--- src/rtl/core/tsrr_pkg.sv ---
// Shared types and codes for the task slot round-robin dispatcher.
// No dependencies.
`timescale 1ns / 1ps

package tsrr_pkg;

  localparam logic [1:0] OP_ALLOC   = 2'd0;
  localparam logic [1:0] OP_RELEASE = 2'd1;
  localparam logic [1:0] OP_SWITCH  = 2'd2;

  localparam logic [1:0] STATUS_OK   = 2'd0;
  localparam logic [1:0] STATUS_FULL = 2'd1;
  localparam logic [1:0] STATUS_IDLE = 2'd2;

  localparam logic [1:0] SLOT_UNUSED   = 2'd0;
  localparam logic [1:0] SLOT_READY    = 2'd1;
  localparam logic [1:0] SLOT_RUNNABLE = 2'd2;
  localparam logic [1:0] SLOT_RUNNING  = 2'd3;

  typedef struct packed {
    logic [1:0] op;
    logic [5:0] target_slot;
    logic       preempt;
  } req_t;

  typedef struct packed {
    logic [1:0] status;
    logic [5:0] chosen_slot;
    logic       first_run;
  } rsp_t;

endpackage

--- src/rtl/core/tsrr_ram.sv ---
// Generic simple dual-port RAM: one write port, one read port, registered read.
// No dependencies.
`timescale 1ns / 1ps

module tsrr_ram #(
  parameter int Width = 2,
  parameter int Depth = 64
) (
  input  logic                     clk_i,
  input  logic                     we_i,
  input  logic [$clog2(Depth)-1:0] waddr_i,
  input  logic [Width-1:0]         wdata_i,
  input  logic [$clog2(Depth)-1:0] raddr_i,
  output logic [Width-1:0]         rdata_o
);

  logic [Width-1:0] mem_q [Depth];
  logic [Width-1:0] rdata_q;

  always_ff @(posedge clk_i) begin
    if (we_i) begin
      mem_q[waddr_i] <= wdata_i;
    end
    rdata_q <= mem_q[raddr_i];
  end

  assign rdata_o = rdata_q;

endmodule

--- src/rtl/core/task_slot_round_robin_dispatcher_unit.sv ---
// Task slot round-robin dispatcher: top level.
// Depends on tsrr_pkg and tsrr_ram.
// Usage:
//   Request channel in_valid_i / in_stall_o / in_item_i carries one operation
//   item: allocate, release or switch. Response channel out_valid_o /
//   out_stall_i / out_item_o returns exactly one result item per request.
//   The slot table sits in a single RAM with a registered read port; a table
//   of valid flags makes never-written slots read as unused.
//   Timing: the block takes one item at a time. Release and unknown operations
//   go straight to the result stage. Allocate and switch scan the RAM at one
//   slot per cycle through the single read port; a switch with preemption
//   first does a read-modify-write of the preempted slot.
//   Reset clears all slots to unused at once (flags cleared), no sweep.
//   A stalled result stays in the output register; the next item may be
//   accepted meanwhile and waits before its result stage until it drains.
`timescale 1ns / 1ps

module task_slot_round_robin_dispatcher_unit #(
  parameter int SLOTS = 64
) (
  input  logic          clk_i,
  input  logic          rst_ni,
  input  logic          in_valid_i,
  output logic          in_stall_o,
  input  tsrr_pkg::req_t in_item_i,
  output logic          out_valid_o,
  input  logic          out_stall_i,
  output tsrr_pkg::rsp_t out_item_o
);
  import tsrr_pkg::*;

  localparam int IW = (SLOTS > 1) ? $clog2(SLOTS) : 1;
  localparam int CW = $clog2(SLOTS + 1);
  localparam int TW = (IW > 6) ? IW : 6;

  typedef enum logic [2:0] {
    ST_IDLE, ST_PRE_RD, ST_PRE_CHK, ST_SCAN, ST_DONE
  } fsm_e;

  fsm_e            state_q, state_d;
  logic            is_alloc_q, is_alloc_d;
  logic [IW-1:0]   tgt_q, tgt_d;
  logic [IW-1:0]   rd_addr_q, rd_addr_d;
  logic [CW-1:0]   cnt_q, cnt_d;
  logic            chk_pend_q, chk_pend_d;
  logic [IW-1:0]   chk_addr_q, chk_addr_d;
  logic [SLOTS-1:0] vld_q, vld_d;
  logic            rd_vld_q;
  rsp_t            res_q, res_d;
  logic            out_valid_q, out_valid_d;
  rsp_t            out_q, out_d;

  logic            we;
  logic [IW-1:0]   waddr;
  logic [1:0]      wdata;
  logic [IW-1:0]   raddr;
  logic [1:0]      ram_rdata;
  logic [1:0]      sdata;
  logic            accept;
  logic            in_range;
  logic [IW-1:0]   in_idx;
  logic [TW-1:0]   tgt_w;
  logic [TW-1:0]   chk_w;
  logic            hit;

  tsrr_ram #(
    .Width (2),
    .Depth (SLOTS)
  ) u_ram (
    .clk_i   (clk_i),
    .we_i    (we),
    .waddr_i (waddr),
    .wdata_i (wdata),
    .raddr_i (raddr),
    .rdata_o (ram_rdata)
  );

  assign accept   = in_valid_i && (state_q == ST_IDLE);
  assign in_range = ({26'd0, in_item_i.target_slot} < 32'(SLOTS));
  assign tgt_w    = TW'(in_item_i.target_slot);
  assign in_idx   = tgt_w[IW-1:0];
  assign chk_w    = TW'(chk_addr_q);
  assign raddr    = (state_q == ST_PRE_RD) ? tgt_q : rd_addr_q;
  assign sdata    = rd_vld_q ? ram_rdata : SLOT_UNUSED;
  assign hit      = chk_pend_q && (is_alloc_q ? (sdata == SLOT_UNUSED)
                                              : (sdata == SLOT_READY ||
                                                 sdata == SLOT_RUNNABLE));

  always_comb begin
    state_d     = state_q;
    is_alloc_d  = is_alloc_q;
    tgt_d       = tgt_q;
    rd_addr_d   = rd_addr_q;
    cnt_d       = cnt_q;
    chk_pend_d  = 1'b0;
    chk_addr_d  = chk_addr_q;
    res_d       = res_q;
    out_valid_d = out_valid_q && out_stall_i;
    out_d       = out_q;
    we          = 1'b0;
    waddr       = chk_addr_q;
    wdata       = SLOT_RUNNING;

    case (state_q)
      ST_IDLE: begin
        if (accept) begin
          res_d      = '0;
          cnt_d      = '0;
          rd_addr_d  = '0;
          tgt_d      = in_idx;
          is_alloc_d = (in_item_i.op == OP_ALLOC);
          case (in_item_i.op)
            OP_ALLOC: state_d = ST_SCAN;
            OP_RELEASE: begin
              we      = in_range;
              waddr   = in_idx;
              wdata   = SLOT_UNUSED;
              state_d = ST_DONE;
            end
            OP_SWITCH: begin
              if (in_item_i.preempt && in_range) begin
                state_d = ST_PRE_RD;
              end else begin
                state_d = ST_SCAN;
              end
            end
            default: state_d = ST_DONE;
          endcase
        end
      end
      ST_PRE_RD: begin
        state_d   = ST_PRE_CHK;
        rd_addr_d = (tgt_q == IW'(SLOTS - 1)) ? '0 : tgt_q + 1'b1;
      end
      ST_PRE_CHK: begin
        we      = (sdata == SLOT_RUNNING);
        waddr   = tgt_q;
        wdata   = SLOT_RUNNABLE;
        state_d = ST_SCAN;
      end
      ST_SCAN: begin
        if (hit) begin
          we                = 1'b1;
          waddr             = chk_addr_q;
          wdata             = is_alloc_q ? SLOT_READY : SLOT_RUNNING;
          res_d.status      = STATUS_OK;
          res_d.chosen_slot = chk_w[5:0];
          res_d.first_run   = !is_alloc_q && (sdata == SLOT_READY);
          state_d           = ST_DONE;
        end else if (!chk_pend_q && cnt_q == CW'(SLOTS)) begin
          res_d.status = is_alloc_q ? STATUS_FULL : STATUS_IDLE;
          state_d      = ST_DONE;
        end else if (cnt_q != CW'(SLOTS)) begin
          chk_pend_d = 1'b1;
          chk_addr_d = rd_addr_q;
          cnt_d      = cnt_q + 1'b1;
          rd_addr_d  = (rd_addr_q == IW'(SLOTS - 1)) ? '0 : rd_addr_q + 1'b1;
        end
      end
      ST_DONE: begin
        if (!out_valid_q || !out_stall_i) begin
          out_valid_d = 1'b1;
          out_d       = res_q;
          state_d     = ST_IDLE;
        end
      end
      default: state_d = ST_IDLE;
    endcase

    vld_d = vld_q;
    if (we) begin
      vld_d[waddr] = 1'b1;
    end
  end

  always_ff @(posedge clk_i or negedge rst_ni) begin
    if (!rst_ni) begin
      state_q     <= ST_IDLE;
      chk_pend_q  <= 1'b0;
      vld_q       <= '0;
      rd_vld_q    <= 1'b0;
      out_valid_q <= 1'b0;
    end else begin
      state_q     <= state_d;
      chk_pend_q  <= chk_pend_d;
      vld_q       <= vld_d;
      rd_vld_q    <= vld_q[raddr];
      out_valid_q <= out_valid_d;
    end
  end

  always_ff @(posedge clk_i) begin
    is_alloc_q <= is_alloc_d;
    tgt_q      <= tgt_d;
    rd_addr_q  <= rd_addr_d;
    cnt_q      <= cnt_d;
    chk_addr_q <= chk_addr_d;
    res_q      <= res_d;
    out_q      <= out_d;
  end

  assign in_stall_o  = (state_q != ST_IDLE);
  assign out_valid_o = out_valid_q;
  assign out_item_o  = out_q;

endmodule

--- config.mk ---
export PLATFORM = sky130hd
export DESIGN_NAME = task_slot_round_robin_dispatcher_unit
export DESIGN_NICKNAME = d
export VERILOG_FILES = /design/src/rtl/core/tsrr_pkg.sv /design/src/rtl/core/tsrr_ram.sv /design/src/rtl/core/task_slot_round_robin_dispatcher_unit.sv
export SDC_FILE = /design/constraint.sdc
export NUM_CORES = 1
export LEC_CHECK = 0
export ABC_AREA = 0
export BUFFER_PORTS_ARGS = -buffer_cell sky130_fd_sc_hd__buf_2
export CORE_UTILIZATION = 57
export DETAILED_ROUTE_END_ITERATION = 12
export GPL_TIMING_DRIVEN = 0
export PLACE_DENSITY = 0.81
export SLEW_MARGIN = 20
export SYNTH_ARGS = -nofsm -noshare
export SYNTH_HDL_FRONTEND = slang
export SYNTH_SLANG_ARGS = --single-unit
--- constraint.sdc ---
create_clock -name clk_i -period 3.48 [get_ports clk_i]
set_input_delay 0.522 -clock clk_i [delete_from_list [all_inputs] [get_ports clk_i]]
set_output_delay 0.522 -clock clk_i [all_outputs]
set_load 0.01 [all_outputs]
# --- Word level (Yosys, flattened, before mapping) ---
# Memory sizes are Yosys's and may differ from the RTL's. A register that Yosys moved wholly into a read port is not among the register bits.
# Index checks and enable logic that the tools add are counted.
classes:
  n_addsub: 3
  magnitude_cmp: 3
  n_eq_ne: 20
  n_mux: 52
  bitwise: 3
  reduce_logical: 26
ops:
  columns: ["op", "n"]
  rows:
  - ["$or 64x64->64", 1]
  - ["$mux 6", 9]
  - ["$mux 7", 5]
  - ["$mux 2", 9]
  - ["$pmux 6 s3", 1]
  - ["$pmux 9 s2", 1]
  - ["$pmux 3 s5", 1]
  - ["$lt 6x7->1 const B", 2]
  - ["$mux 1", 14]
  - ["$pmux 7 s2", 1]
  - ["$add 6x1->6 const B", 2]
  - ["$eq 6x6->1 const B", 2]
  - ["$mux 3", 4]
  - ["$ne 2x2->1 const B", 6]
  - ["$pmux 6 s2", 1]
  - ["$reduce_and 5->1", 2]
  - ["$mux 9", 1]
  - ["$reduce_and 3->1", 3]
  - ["$add 7x1->7 const B", 1]
  - ["$eq 7x7->1 const B", 1]
  - ["$ne 7x7->1 const B", 1]
  - ["$bmux 1 s6", 1]
  - ["$demux 1 s6", 1]
  - ["$eq 2x2->1 const B", 3]
  - ["19 further kinds", 34]
word_totals:
  register_bits: 114
  ram_bits: 128
  inputBits: 13
  out_inout_bits: 11
  wordCells: 124
  mem_count: 1
memory_table:
  columns: ["name", "words", "width", "rd", "rd_clocked_by_memory_dff", "write_ports", "line_no", "text"]
  rows:
  - ["u_ram.mem_q", 64, 2, 1, 1, 1, "tsrr_ram.sv:17", "logic [Width-1:0] mem_q [Depth];"]

# --- Depth between registers and ports, before layout ---
logic_depth:
  ltp_word: 9
  depth_mapped: 10
  ltp_nobuf: 9

# --- Modules after synthesis ---
# From an unflattened synthesis, not the netlist that was laid out.
hier_totals:
  hier_cells: 815
  area_unflattened_um2: 10727.8
by_module_without_submodules:
  columns: ["module", "n_inst", "cells_per_inst", "area_per_inst_um2", "seq_area_each_um2"]
  rows:
  - ["tsrr_ram", 1, 324, 5397.7, 3883.7]
  - ["task_slot_round_robin_dispatcher_unit", 1, 491, 5330.1, 3072.9]

# --- Worst setup path after synthesis ---
# No wires, ideal clock.
synth_path:
  kind: "input-to-reg"
  startpoint: "in in_valid_i"
  endpoint: "mem u_ram.mem_q[30][0] (enable)"
  setup_ns: 0.316
  arrival_ns: 3.282
  t_required_ns: 3.164
  path_slack_ns: -0.118
  stages: 8
  n_path_buf: 1
  cell_sequence: "nor2b_1 -> nand2_1 -> inv_2 -> a21oi_2 -> a21oi_1 -> or3_1 -> buf_2 -> nor2_1"
synth_between:
  elab_chain_len: 5
  word_cells_on_any_way: 7
  classes_between: "mux: 6; reduce/logical: 1"
synth_rtl:
  columns: ["element", "line_no", "text"]
  rows:
  - ["start: declaration", "task_slot_round_robin_dispatcher_unit.sv:23", "input logic in_valid_i,"]
  - ["$logic_and 1x1->1 (*)", "task_slot_round_robin_dispatcher_unit.sv:78", "assign accept = in_valid_i && (state_q == ST_IDLE);"]
  - ["$mux 1", "task_slot_round_robin_dispatcher_unit.sv:106", "if (accept) begin"]
  - ["$pmux 1 s3", "task_slot_round_robin_dispatcher_unit.sv:104", "case (state_q)"]
  - ["$mux 1", "tsrr_ram.sv:21", "if (we_i) begin"]
  - ["$mux 1 (implied by the code)", "tsrr_ram.sv:22", "mem_q[waddr_i] <= wdata_i;"]
  - ["end: declaration", "tsrr_ram.sv:17", null]
# Every way passes the cells marked *; elsewhere a longest branch is shown, timed or not.

# --- Worst setup path after layout ---
layout_path:
  startpoint: "reg state_q[2]"
  endpoint: "mem u_ram.mem_q[1][1] (enable)"
layout_between:
  elab_chain_len: 6
  word_cells_on_any_way: 10
  classes_between: "eq/ne: 2; mux: 6; reduce/logical: 2"
layout_rtl:
  columns: ["element", "line_no", "text"]
  rows:
  - ["start: declaration", "task_slot_round_robin_dispatcher_unit.sv:40", "fsm_e state_q, state_d;"]
  - ["start signal: assignment", "task_slot_round_robin_dispatcher_unit.sv:184", "state_q <= state_d;"]
  - ["$logic_not 3->1", "task_slot_round_robin_dispatcher_unit.sv:78, task_slot_round_robin_dispatcher_unit.sv:104", null]
  - ["$logic_and 1x1->1", "task_slot_round_robin_dispatcher_unit.sv:78", null]
  - ["$mux 1", "task_slot_round_robin_dispatcher_unit.sv:106", null]
  - ["$pmux 1 s3", "task_slot_round_robin_dispatcher_unit.sv:104", null]
  - ["$mux 1", "tsrr_ram.sv:21", null]
  - ["$mux 1 (implied by the code)", "tsrr_ram.sv:22", null]
# Several ways; a longest one is shown, not always the timed one.

==> impl_metrics.tcl <==
set metrics [dict create \
    crit_type "flop to flop" \
    cpPeakStageDelay_ps 460 \
    dp_hpwl_um 21100 \
    start_util_pct 58.0 \
    crit_buf_inv 3 \
    drtAntennaViolNets 0 \
    end_kind "flop" \
    fill_cells 1476 \
    fmax_mhz 312 \
    setup_violations 0 \
    synth_warnings 0 \
    dr.first_iter.drc_count 1207 \
    critPathRequiredTime_ps 3710 \
    area_growth_pct 13.1 \
    cts-buffers-inserted 26 \
    cts_tree "yes" \
    met1_length_um 12300 \
    cp_cell_sequence "nor2_1 > nand2_1 > inv_2 > a21oi_4 > buf_16 > a21oi_1 > nand3_1 > clkbuf_1 > nor2_1" \
    crit_family "simple AND/OR/NAND/NOR gates" \
    num_io_pins 24 \
    via_count 8342 \
    clk_latency_ps 570 \
    first_global_vias 8179 \
    fin_worst_skew_ps 30.0 \
    cpMaxStageDelayCell "dfrtp_1" \
    die_w_um 143 \
    num_antenna_cells 0 \
    cp_max_fo 24 \
    cts-root-buf "clkbuf_16" \
    async_reset_ff_share_pct 28.7 \
    leakagePower_nw 4.76 \
    grt_start_max_net_pins 47 \
    rsz0062_at_grt "no" \
    grt_use_total_pct 31.7 \
    maxUsedRoutingLayer "met4" \
    antenna_found_initial 0 \
    wl_per_cell_um 24.4 \
    yosysTopAreaCell "edfxtp_1" \
    synth_cell_types 64 \
    mappedNetlistArea_um2 11300 \
    rows 51 \
    grt_pass1_wl_um 47400 \
    mostFrequentLayoutCells "172 x edfxtp_1, 104 x nor2_1, 70 x dfrtp_1, 56 x nand2_1, 48 x buf_2" \
    synth_area_leaders "edfxtp_1 46%, dfrtp_1 16%, mux2i_1 3.6%" \
    ir_drop_mv 0.457 \
    holdWs_ps 169 \
    place_congestion 0.972 \
    routed-wl-met2_um 14000 \
    post-route-min-period_ps 3210 \
    io_buffer_count 23 \
    worst_pin_slew_ps 1000 \
    drt_first_pass_iters 5 \
    met3WireLength_um 3300 \
    path_common_cell "nor2_1" \
    total_power_mw 11.1 \
    gr-total-overflow 0 \
    cap_violations 0 \
    final_nets 1003 \
    hold_viol 0 \
    slew_viol_final 0 \
    drive_gt1_share_pct 14.8 \
    netlist_instances 923 \
    finalCritPeriodShare_pct 92.1 \
    worstPathArrival_ps 3440 \
    drc 0 \
    outcome "finished clean" \
    cts.clk_slew.worst_paths_ps 60 \
    slew_headroom_pct 31.5 \
    die_area_um2 20300 \
    vias_per_cell 6.58 \
    min_path_type "input port to flop" \
    fp.dieH_um 143 \
    final_common_cell "edfxtp_1" \
    synth_edf_count 172 \
    syn-num-nets 943 \
    synth.avg_cell_area_um2 12.2 \
    wl_um 31000 \
    clockBufferDepth 3 \
    powerDensity_nw_per_um2 869 \
    clock_sinks 244 \
    r2r_slack_ps 270 \
    synth_seq_area_share_pct 61.8 \
    synth.top_cell.area_share_pct 45.9 \
    core-area_um2 19400 \
    ys_ff_latch 244 \
    synth-main-ff-cell "edfxtp_1" \
    htreeDepth 1 \
    cp-start-kind "flop" \
]
-- path summary, 6_finish.rpt --
| path | end | depth (start not counted) | startpoint |
|---|---|---|---|
| setup / recovery | u_ram.mem_q[1][1]$_DFFE_PP_ | 9 | state_q[2]$_DFFE_PN0P_ |
| hold / removal | tgt_q[1]$_DFFE_PP_ | 1 | in_item_i[2] |
| setup reg to reg | u_ram.mem_q[1][1]$_DFFE_PP_ | 9 | state_q[2]$_DFFE_PN0P_ |
| hold reg to reg | out_item_o[7]$_DFFE_PP_ | 0 | res_q[7]$_SDFFCE_PP0P_ |
| max in group asynchronous | vld_q[24]$_DFFE_PN0P_ | 3 | rst_ni |
| min in group asynchronous | vld_q[31]$_DFFE_PN0P_ | 2 | rst_ni |
-- routing by layer --
layer | up-vias | GRT usage [%]
met5 | - | 0
met4 | 0 | 14.7
met3 | 95 | 7.13
met2 | 533 | 48.9
met1 | 4090 | 42.8
li1 | 3624 | -
-- kinds of logic (layout without fill, tap and decap cells) --
kind of cell,count (synthesis),count (layout),share of synthesized area [%]
and+or+nand+nor,323,323,15.4
DFF,244,244,61.8
AOI/OAI and AO/OA,183,183,12.4
buffers and inverters,108,188,4.43
muxes,47,47,4.37
xor gates and xnor gates,11,11,0.856
adders and majority gates,7,7,0.778
-- stage by stage --
step                      worst slack, ps  setup TNS, ps  cells  util [%]  area, µm²
after global placement              -1050        -192870   1211      60.4      11700
after floorplan                       454              0    923         -      11300
after detailed placement             -239          -5400   1216      61.2      11900
after CTS                            74.7              0   1265      65.5      12700
after global routing                 56.2              0   1268      65.7      12700
final                                 275              0   1268      65.7      12700
-- flip-flops by register name, summed over array words and instances (netlist names) --
signal	cells
res_q	9
out_item_o	9
chk_addr_q	6
cnt_q	7
out_valid_o	1
state_q	3
tgt_q	6
rd_addr_q	6
vld_q	64
u_ram.mem_q	128
rd_vld_q	1
u_ram.rdata_o	2
is_alloc_q	1
chk_pend_q	1
-- cells in the mapped netlist (8+ instances only) --
library cell and n:
or2_2 17, inv_1 39, a21oi_1 10, nor2_1 104, nor4_1 29, xor2_1 8
nor4b_1 8, a2111oi_0 30, clkbuf_1 29, nor4bb_1 13, mux2i_1 41, o21ai_0 26
dfrtp_1 70, buf_2 26, nand4_1 12, and2_1 12, o21bai_1 18, edfxtp_1 172
a211oi_1 42, a32oi_1 21, or2_1 17, nand2_1 58, nand3_1 17
-- cell type report --
type	instances	area, µm²	share of cell area (%)
Sequential cell	244	6960	54.6
Timing Repair Buffer	33	295	2.32
Buffer	67	348	2.73
Clock buffer	37	722	5.67
Multi-Input combinational cell	571	3840	30.1
Tap cell	265	332	2.60
Inverter	40	150	1.18
Clock inverter	11	93.8	0.737
-- power breakdown --
group,internal [mW],switching [mW]
Combinational,1.40,2.88
Clock,1.52,1.17
Sequential,3.81,0.296
-- repair_timing --
action / 4_1_cts / 5_1_grt
endpoints found under the setup margin: 4 / 101
endpoints found under the hold margin: 24 / 0
pin swaps: 0 / 2
resized for setup: 1 / 5
setup buffers: 0 / 4
hold buffers: 1 / 0
Note: power is estimated with default switching activity, not from simulation.
